File: src/rtl/srt_pkg.sv
// ----------------------------------------------------------------------------
// srt_pkg
// Types and codes shared by the sorted record table modules.
// ----------------------------------------------------------------------------
package srt_pkg;

    localparam int KEY_W = 32;
    localparam int PAY_W = 32;

    typedef enum logic [1:0] {
        OP_INSERT = 2'd0,
        OP_DELETE = 2'd1,
        OP_LIST   = 2'd2,
        OP_NONE   = 2'd3
    } t_op;

    typedef enum logic [2:0] {
        ST_INSERTED = 3'd0,
        ST_DELETED  = 3'd1,
        ST_NOTFOUND = 3'd2,
        ST_FULL     = 3'd3,
        ST_EMPTY    = 3'd4,
        ST_RECORD   = 3'd5
    } t_status;

    typedef enum logic [1:0] {
        CELL_HOLD   = 2'd0,
        CELL_INSERT = 2'd1,
        CELL_DELETE = 2'd2,
        CELL_ROTATE = 2'd3
    } t_cell_op;

    typedef struct packed {
        t_cell_op                op;
        logic signed [KEY_W-1:0] key;
        logic        [PAY_W-1:0] payload;
    } t_cell_cmd;

endpackage

File: src/rtl/srt_cell.sv
// ----------------------------------------------------------------------------
// srt_cell
// One slot of the record chain: holds a key and payload, compares the key with
// the broadcast key and takes its own, a neighbor's, the head's or new record.
// ----------------------------------------------------------------------------
module srt_cell
    import srt_pkg::*;
(
    input  logic                    i_clk,
    input  t_cell_cmd               i_cmd,
    input  logic                    i_occ,
    input  logic                    i_wrap,
    input  logic                    i_left_mark,
    input  logic signed [KEY_W-1:0] i_left_key,
    input  logic        [PAY_W-1:0] i_left_payload,
    input  logic signed [KEY_W-1:0] i_right_key,
    input  logic        [PAY_W-1:0] i_right_payload,
    input  logic signed [KEY_W-1:0] i_head_key,
    input  logic        [PAY_W-1:0] i_head_payload,
    output logic                    o_mark,
    output logic                    o_eq,
    output logic signed [KEY_W-1:0] o_key,
    output logic        [PAY_W-1:0] o_payload
);

    logic signed [KEY_W-1:0] r_key, n_key;
    logic        [PAY_W-1:0] r_payload, n_payload;
    logic                    ge;

    assign ge     = i_occ && (r_key >= i_cmd.key);
    assign o_eq   = i_occ && (r_key == i_cmd.key);
    assign o_mark = ge || !i_occ;

    always_comb begin
        n_key     = r_key;
        n_payload = r_payload;
        case (i_cmd.op)
            CELL_INSERT: begin
                if (i_left_mark) begin
                    n_key     = i_left_key;
                    n_payload = i_left_payload;
                end else if (o_mark) begin
                    n_key     = i_cmd.key;
                    n_payload = i_cmd.payload;
                end
            end
            CELL_DELETE: begin
                if (ge) begin
                    n_key     = i_right_key;
                    n_payload = i_right_payload;
                end
            end
            CELL_ROTATE: begin
                if (i_wrap) begin
                    n_key     = i_head_key;
                    n_payload = i_head_payload;
                end else if (i_occ) begin
                    n_key     = i_right_key;
                    n_payload = i_right_payload;
                end
            end
            default: begin
            end
        endcase
    end

    always_ff @(posedge i_clk) begin
        r_key     <= n_key;
        r_payload <= n_payload;
    end

    assign o_key     = r_key;
    assign o_payload = r_payload;

endmodule

File: src/rtl/sorted_record_table_top.sv
// ----------------------------------------------------------------------------
// sorted_record_table_top
// Table of up to DEPTH records kept in ascending signed key order.
// ----------------------------------------------------------------------------
// The input channel carries one command per beat: insert, delete by key, or
// list. The output channel returns result beats; o_last_of_run marks the
// final beat caused by a command. Both channels use valid and stall.
// Records live in a chain of DEPTH cells. Every cell compares its key with
// the command key in parallel, so an insert or a delete is done in the
// cycle it is accepted and its single result beat appears in the next cycle.
// Insert and delete commands can be taken one per cycle unless a list runs
// or the output stalls. A list of n records rotates the chain once per
// output beat and gives n beats, during which the input is stalled; a list
// of an empty table gives one beat in the next cycle. Operation code three
// is dropped with no result.
// Reset empties the table and clears the output valid; no clearing pass
// over the cells is needed since only the first count cells are read.
// The result sits in an output register: while the receiver stalls, that
// beat holds and the input is stalled too, and the next command is taken in
// the same cycle the waiting beat is taken.
// ----------------------------------------------------------------------------
module sorted_record_table_top
    import srt_pkg::*;
#(
    parameter int DEPTH = 16,
    parameter int CW    = $clog2(DEPTH + 1)
)
(
    input  logic                    i_clk,
    input  logic                    i_rst_n,
    input  logic                    i_in_valid,
    output logic                    o_in_stall,
    input  logic [1:0]              i_operation,
    input  logic signed [KEY_W-1:0] i_search_key,
    input  logic [PAY_W-1:0]        i_payload,
    output logic                    o_out_valid,
    input  logic                    i_out_stall,
    output logic [2:0]              o_status,
    output logic signed [KEY_W-1:0] o_out_key,
    output logic [PAY_W-1:0]        o_out_payload,
    output logic [CW-1:0]           o_stored_count,
    output logic                    o_last_of_run
);

    localparam int IW = (DEPTH > 1) ? $clog2(DEPTH) : 1;

    typedef enum logic [1:0] {
        S_IDLE = 2'b01,
        S_LIST = 2'b10
    } t_state;

    t_state                  r_state, n_state;
    logic [CW-1:0]           r_count, n_count;
    logic [IW-1:0]           r_idx, n_idx;
    logic                    r_out_valid, n_out_valid;
    t_status                 r_status, n_status;
    logic signed [KEY_W-1:0] r_out_key, n_out_key;
    logic [PAY_W-1:0]        r_out_payload, n_out_payload;
    logic [CW-1:0]           r_out_count, n_out_count;
    logic                    r_out_last, n_out_last;

    logic                    slot_free;
    logic                    accept;
    logic                    full;
    logic                    empty;
    logic                    found;
    logic                    list_last;
    logic [CW-1:0]           count_m1;
    t_op                     op;
    t_cell_cmd               cmd;

    logic signed [KEY_W-1:0] cell_key [DEPTH];
    logic [PAY_W-1:0]        cell_pay [DEPTH];
    logic [DEPTH-1:0]        cell_mark;
    logic [DEPTH-1:0]        cell_eq;

    assign op         = t_op'(i_operation);
    assign slot_free  = !r_out_valid || !i_out_stall;
    assign o_in_stall = (r_state != S_IDLE) || !slot_free;
    assign accept     = i_in_valid && !o_in_stall;
    assign full       = (r_count == CW'(DEPTH));
    assign empty      = (r_count == '0);
    assign found      = |cell_eq;
    assign count_m1   = r_count - CW'(1);
    assign list_last  = (CW'(r_idx) == count_m1);

    always_comb begin
        cmd.key     = i_search_key;
        cmd.payload = i_payload;
        cmd.op      = CELL_HOLD;
        if (accept && op == OP_INSERT && !full) begin
            cmd.op = CELL_INSERT;
        end else if (accept && op == OP_DELETE && found) begin
            cmd.op = CELL_DELETE;
        end else if (r_state == S_LIST && slot_free) begin
            cmd.op = CELL_ROTATE;
        end
    end

    for (genvar g = 0; g < DEPTH; g++) begin : g_cell
        logic                    left_mark;
        logic signed [KEY_W-1:0] left_key;
        logic [PAY_W-1:0]        left_pay;
        logic signed [KEY_W-1:0] right_key;
        logic [PAY_W-1:0]        right_pay;

        if (g == 0) begin : g_first
            assign left_mark = 1'b0;
            assign left_key  = '0;
            assign left_pay  = '0;
        end else begin : g_inner_left
            assign left_mark = cell_mark[g-1];
            assign left_key  = cell_key[g-1];
            assign left_pay  = cell_pay[g-1];
        end

        if (g == DEPTH - 1) begin : g_last
            assign right_key = '0;
            assign right_pay = '0;
        end else begin : g_inner_right
            assign right_key = cell_key[g+1];
            assign right_pay = cell_pay[g+1];
        end

        srt_cell u_cell (
            .i_clk           (i_clk),
            .i_cmd           (cmd),
            .i_occ           (CW'(g) < r_count),
            .i_wrap          (CW'(g) == count_m1),
            .i_left_mark     (left_mark),
            .i_left_key      (left_key),
            .i_left_payload  (left_pay),
            .i_right_key     (right_key),
            .i_right_payload (right_pay),
            .i_head_key      (cell_key[0]),
            .i_head_payload  (cell_pay[0]),
            .o_mark          (cell_mark[g]),
            .o_eq            (cell_eq[g]),
            .o_key           (cell_key[g]),
            .o_payload       (cell_pay[g])
        );
    end

    always_comb begin
        n_state       = r_state;
        n_count       = r_count;
        n_idx         = r_idx;
        n_out_valid   = r_out_valid;
        n_status      = r_status;
        n_out_key     = r_out_key;
        n_out_payload = r_out_payload;
        n_out_count   = r_out_count;
        n_out_last    = r_out_last;
        if (slot_free) begin
            n_out_valid   = 1'b0;
            n_out_key     = i_search_key;
            n_out_payload = '0;
            n_out_count   = r_count;
            n_out_last    = 1'b1;
            if (r_state == S_LIST) begin
                n_out_valid   = 1'b1;
                n_status      = ST_RECORD;
                n_out_key     = cell_key[0];
                n_out_payload = cell_pay[0];
                n_out_last    = list_last;
                n_idx         = r_idx + IW'(1);
                if (list_last) begin
                    n_state = S_IDLE;
                end
            end else if (accept) begin
                case (op)
                    OP_INSERT: begin
                        n_out_valid = 1'b1;
                        if (full) begin
                            n_status = ST_FULL;
                        end else begin
                            n_status    = ST_INSERTED;
                            n_count     = r_count + CW'(1);
                            n_out_count = r_count + CW'(1);
                        end
                    end
                    OP_DELETE: begin
                        n_out_valid = 1'b1;
                        if (empty) begin
                            n_status = ST_EMPTY;
                        end else if (found) begin
                            n_status    = ST_DELETED;
                            n_count     = count_m1;
                            n_out_count = count_m1;
                        end else begin
                            n_status = ST_NOTFOUND;
                        end
                    end
                    OP_LIST: begin
                        if (empty) begin
                            n_out_valid = 1'b1;
                            n_status    = ST_EMPTY;
                            n_out_key   = '0;
                        end else begin
                            n_state = S_LIST;
                            n_idx   = '0;
                        end
                    end
                    default: begin
                    end
                endcase
            end
        end
    end

    always_ff @(posedge i_clk) begin
        if (!i_rst_n) begin
            r_state     <= S_IDLE;
            r_count     <= '0;
            r_idx       <= '0;
            r_out_valid <= 1'b0;
        end else begin
            r_state     <= n_state;
            r_count     <= n_count;
            r_idx       <= n_idx;
            r_out_valid <= n_out_valid;
        end
    end

    always_ff @(posedge i_clk) begin
        r_status      <= n_status;
        r_out_key     <= n_out_key;
        r_out_payload <= n_out_payload;
        r_out_count   <= n_out_count;
        r_out_last    <= n_out_last;
    end

    assign o_out_valid    = r_out_valid;
    assign o_status       = r_status;
    assign o_out_key      = r_out_key;
    assign o_out_payload  = r_out_payload;
    assign o_stored_count = r_out_count;
    assign o_last_of_run  = r_out_last;

endmodule

File: config.mk
export PLATFORM = sky130hd
export DESIGN_NAME = sorted_record_table_top
export DESIGN_NICKNAME = d
export VERILOG_FILES = /design/src/rtl/srt_pkg.sv /design/src/rtl/srt_cell.sv /design/src/rtl/sorted_record_table_top.sv
export SDC_FILE = /design/constraint.sdc
export NUM_CORES = 2
export LEC_CHECK = 0
export BUFFER_PORTS_ARGS = -buffer_cell sky130_fd_sc_hd__buf_2
export CAP_MARGIN = 30
export CORE_MARGIN = 4
export CORE_UTILIZATION = 40
export CTS_BUF_LIST = sky130_fd_sc_hd__clkbuf_4
export DETAILED_ROUTE_END_ITERATION = 10
export GPL_ROUTABILITY_DRIVEN = 0
export GPL_TIMING_DRIVEN = 1
export PLACE_DENSITY = 0.56
export SLEW_MARGIN = 10
export SYNTH_ARGS = -nofsm -noshare
export SYNTH_HDL_FRONTEND = slang
export SYNTH_SLANG_ARGS = --single-unit
File: constraint.sdc
create_clock -name i_clk -period 13.9 [get_ports i_clk]
set_input_delay 0.695 -clock i_clk [delete_from_list [all_inputs] [get_ports i_clk]]
set_output_delay 0.695 -clock i_clk [all_outputs]
set_load 0.02 [all_outputs]
==> results.py <==
metrics = {
    "outcome": {
        "status": "finished, final reports clean",
    },
    "finish": {
        "fill_cells": 17100,
        "syn2layout_area_growth_pct": 10.7,
        "instances_no_fill": 9418,
        "final_cell_mix": "edfxtp_1 (1,097), mux2i_1 (911), a22oi_1 (892), o21ai_0 (654), ha_1 (522)",
        "fin_nets": 7418,
        "drive_gt1_share_pct": 12.8,
        "final_common_cell": "edfxtp_1",
        "final_util_pct": 44.5,
    },
    "floorplan": {
        "die_w_um": 434,
        "dieArea_mm2": 0.188,
        "dieHeight_um": 434,
        "row_count": 156,
        "initial_utilization_pct": 40.2,
        "ios": 145,
        "coreArea_mm2": 0.181,
    },
    "setup_path": {
        "cp.arrival_ns": 7.86,
        "start_kind": "input port",
        "path_cells": "dlygate4sd3_1 -> buf_2 -> inv_1 -> ha_1 -> nand4_1 -> nor4_2 -> nand2_1 -> o2111ai_1 -> or4_4 -> nand3_2 -> nand2_4 -> buf_4 -> buf_12 -> o21ai_0",
        "r2r.worst_path.cells": 11,
        "slowest_delay_ns": 0.98,
        "cp-end-kind": "flip-flop",
        "critPathSlowestCell": "nor4_2",
        "critPathMaxFanout": 219,
        "path_class": "in2reg",
        "cp.required_ns": 15.00,
    },
    "clock_network": {
        "cts_sinks": 1109,
        "ctsResizeCount": 0,
        "post_cts_buffers": 0,
        "h-tree-depth": 5,
        "clk_latency_ns": 1.45,
        "cts_tree": "built",
        "cts_buffer_depth": 4,
        "ctsHoldBuffers": 69,
        "cts_root_buf": "clkbuf_4",
        "cts_buffers": 349,
        "clkSlewWorstSetupHoldPaths_ns": 0.08,
    },
    "global_routing": {
        "grt.total_usage_pct": 31.0,
        "grt_overflow_total": 0,
        "grt_max_degree": 220,
        "grt_antenna_before_repair": 15,
        "grt_pass1_wl_mm": 432,
        "grt_pass1_vias": 61800,
    },
    "power": {
        "switchingPower_mw": 2.24,
        "internal-power_mw": 5.73,
        "ir_drop_uv": 67.7,
        "clockPowerShare_pct": 40.6,
        "seqPwrFrac_pct": 49.2,
        "power_density_mw_per_mm2": 99.1,
        "swShare_pct": 28.1,
        "comb_power_share_pct": 10.2,
        "p_leak_nw": 28.4,
    },
    "synth": {
        "yosysUniqueCellTypes": 69,
        "ys_warn_count": 0,
        "synth-xor-area-share_pct": 0.193,
        "synthAdderAreaFrac_pct": 9.01,
        "synth_top_family_by_area": "compound AO/OA/AOI/OAI gates",
        "synth_edf_count": 1097,
        "synthCells": 6820,
        "seq_area_frac_synth_pct": 45.7,
        "synthSimpleGateAreaFrac_pct": 5.73,
        "muxShareOfSynthArea_pct": 12.7,
        "async_flop_share_pct": 0,
        "ys.flop_type": "edfxtp_1",
        "netlist_area_mm2": 0.0726,
        "synth-seq-cells": 1109,
        "synth_nets": 7413,
        "syn_avg_cell_area_um2": 10.7,
        "synth_compound_area_share_pct": 22.3,
    },
    "detailed_routing": {
        "drtPass1Iterations": 6,
        "drt_wl_total_mm": 302,
        "wl_per_cell_um": 32.0,
        "route.detailed.drc": 0,
        "vias": 63500,
        "viasPerCell": 6.74,
        "drtIter0Drc": 8486,
        "ant_nets": 0,
    },
    "timing": {
        "fin_skew_ns": 0.161,
        "drv_slew": 0,
        "min_period_ns": 6.76,
        "tns_ns": 0,
        "fmaxAchievable_mhz": 148,
        "relSlewSlack_pct": 20.0,
        "period_share_pct": 48.6,
        "setup-violations-final": 0,
        "finalHoldViolCount": 0,
        "rsz0062_at_grt": "false",
        "tightestPinTransition_ns": 1.20,
    },
    "flow_run": {
        "maxCapViolations": 0,
    },
    "min_path": {
        "min_path_type": "in2reg",
        "hold_depth": 3,
    },
    "place": {
        "port_buffers": 144,
        "place_inst": 8767,
        "hpwlAfterDp_mm": 186,
    },
}
## path summary, 6_finish.rpt
check	end	from	slack, ns
setup / recovery	g_cell[3].u_cell.o_key[0]	i_search_key[31]	7.14
hold / removal	r_count[1]	i_rst_n	0.30
setup reg to reg	g_cell[3].u_cell.o_key[0]	g_cell[12].u_cell.o_key[31]	7.54
hold reg to reg	g_cell[10].u_cell.o_payload[28]	g_cell[11].u_cell.o_payload[28]	0.50
## power by group through the flow
stage,combinational (mW),clock [mW],sequential [mW]
global route,0.871,3.48,3.93
floorplan,0.496,0,3.95
CTS,0.789,3.30,3.92
finish,0.809,3.24,3.92
detailed placement,0.771,0,3.99
global placement,0.743,0,3.99
## Yosys cell counts (5+ instances only)
cell	instances	area share, %
a211oi_1	12	0.12
a21boi_0	12	0.12
a21o_1	57	0.59
a21oi_1	294	2.0
a221oi_1	15	0.18
a22o_1	32	0.39
a22oi_1	892	9.2
a31oi_1	13	0.11
and2_1	46	0.40
and3_1	11	0.095
buf_1	120	0.62
buf_2	95	0.65
buf_4	5	0.052
buf_6	12	0.19
clkbuf_1	492	2.5
dfxtp_1	12	0.33
edfxtp_1	1097	45
ha_1	523	9.0
inv_1	65	0.34
mux2i_1	914	13
nand2_1	352	1.8
nand2b_1	20	0.17
nand3_1	76	0.52
nand4_1	149	1.3
nor2_1	144	0.74
nor2b_1	21	0.18
nor3_1	10	0.069
nor4_1	26	0.22
o2111ai_1	5	0.060
o211ai_1	22	0.23
o21a_1	7	0.072
o21ai_0	654	4.5
o21ai_1	417	2.9
o22a_1	52	0.63
o31ai_1	63	0.65
or3_1	5	0.043
xnor2_1	9	0.11
xor2_1	7	0.084
## critical path, delay by kind of cell
family	cells	cell delay, ns
buf+inv	5	2.67
simple gates	6	2.84
fa+ha+maj	1	0.55
compound gates	2	0.64
## kinds of logic (layout without fill, tap and decap cells)
logic type,count (synthesis),after routing
flip-flops,1109,1109
multiplexers,918,918
buffers and inverters,789,1009
other,0,8
XOR/XNOR,16,16
adder cells (fa/ha/maj),523,523
AO/OA/AOI/OAI,2590,2590
AND/OR/NAND/NOR,875,875
## registers in the layout, summed over array words and instances, names as in the netlist
register                 count
o_status                     3
g_cell.u_cell.o_key        512
r_idx                        4
o_out_valid                  1
o_out_payload               32
g_cell.u_cell.o_payload    512
r_count                      5
o_last_of_run                1
r_state                      2
o_out_key                   32
o_stored_count               5
## through the flow
stage | power (mW) | cell area (um2) | setup slack, ns | hold WS (ns)
2_1_floorplan | 4.45 | 72600 | 4.64 | 0.464
3_3_place_gp | 4.73 | 75100 | 5.54 | 0.513
3_5_place_dp | 4.76 | 75500 | 5.85 | 0.520
4_1_cts | 8.01 | 80200 | 6.63 | 0.217
5_1_grt | 8.28 | 80400 | 7.17 | 0.233
6_report | 7.97 | 80400 | 7.14 | 0.299
## final cells by class
type | count | area (um2) | area share [%]
Clock inverter | 77 | 385 | 0.479
Multi-Input combinational cell | 4922 | 36900 | 45.9
Timing Repair Buffer | 378 | 3030 | 3.76
Sequential cell | 1109 | 33200 | 41.3
Antenna cell | 8 | 20.0 | 0.0249
Inverter | 65 | 244 | 0.303
Tap cell | 2370 | 2970 | 3.69
Clock buffer | 489 | 3670 | 4.57
## layer usage
metal / vias to the layer above / wire [um] / GRT usage, %
met1: 31400 / 117000 / 39.7
li1: 26900 / - / -
met5: - / 47 / 0
met4: 8 / 21300 / 19.7
met3: 1010 / 32300 / 7.81
met2: 4120 / 131000 / 46.5
Note: power is estimated with default switching activity, not from simulation.
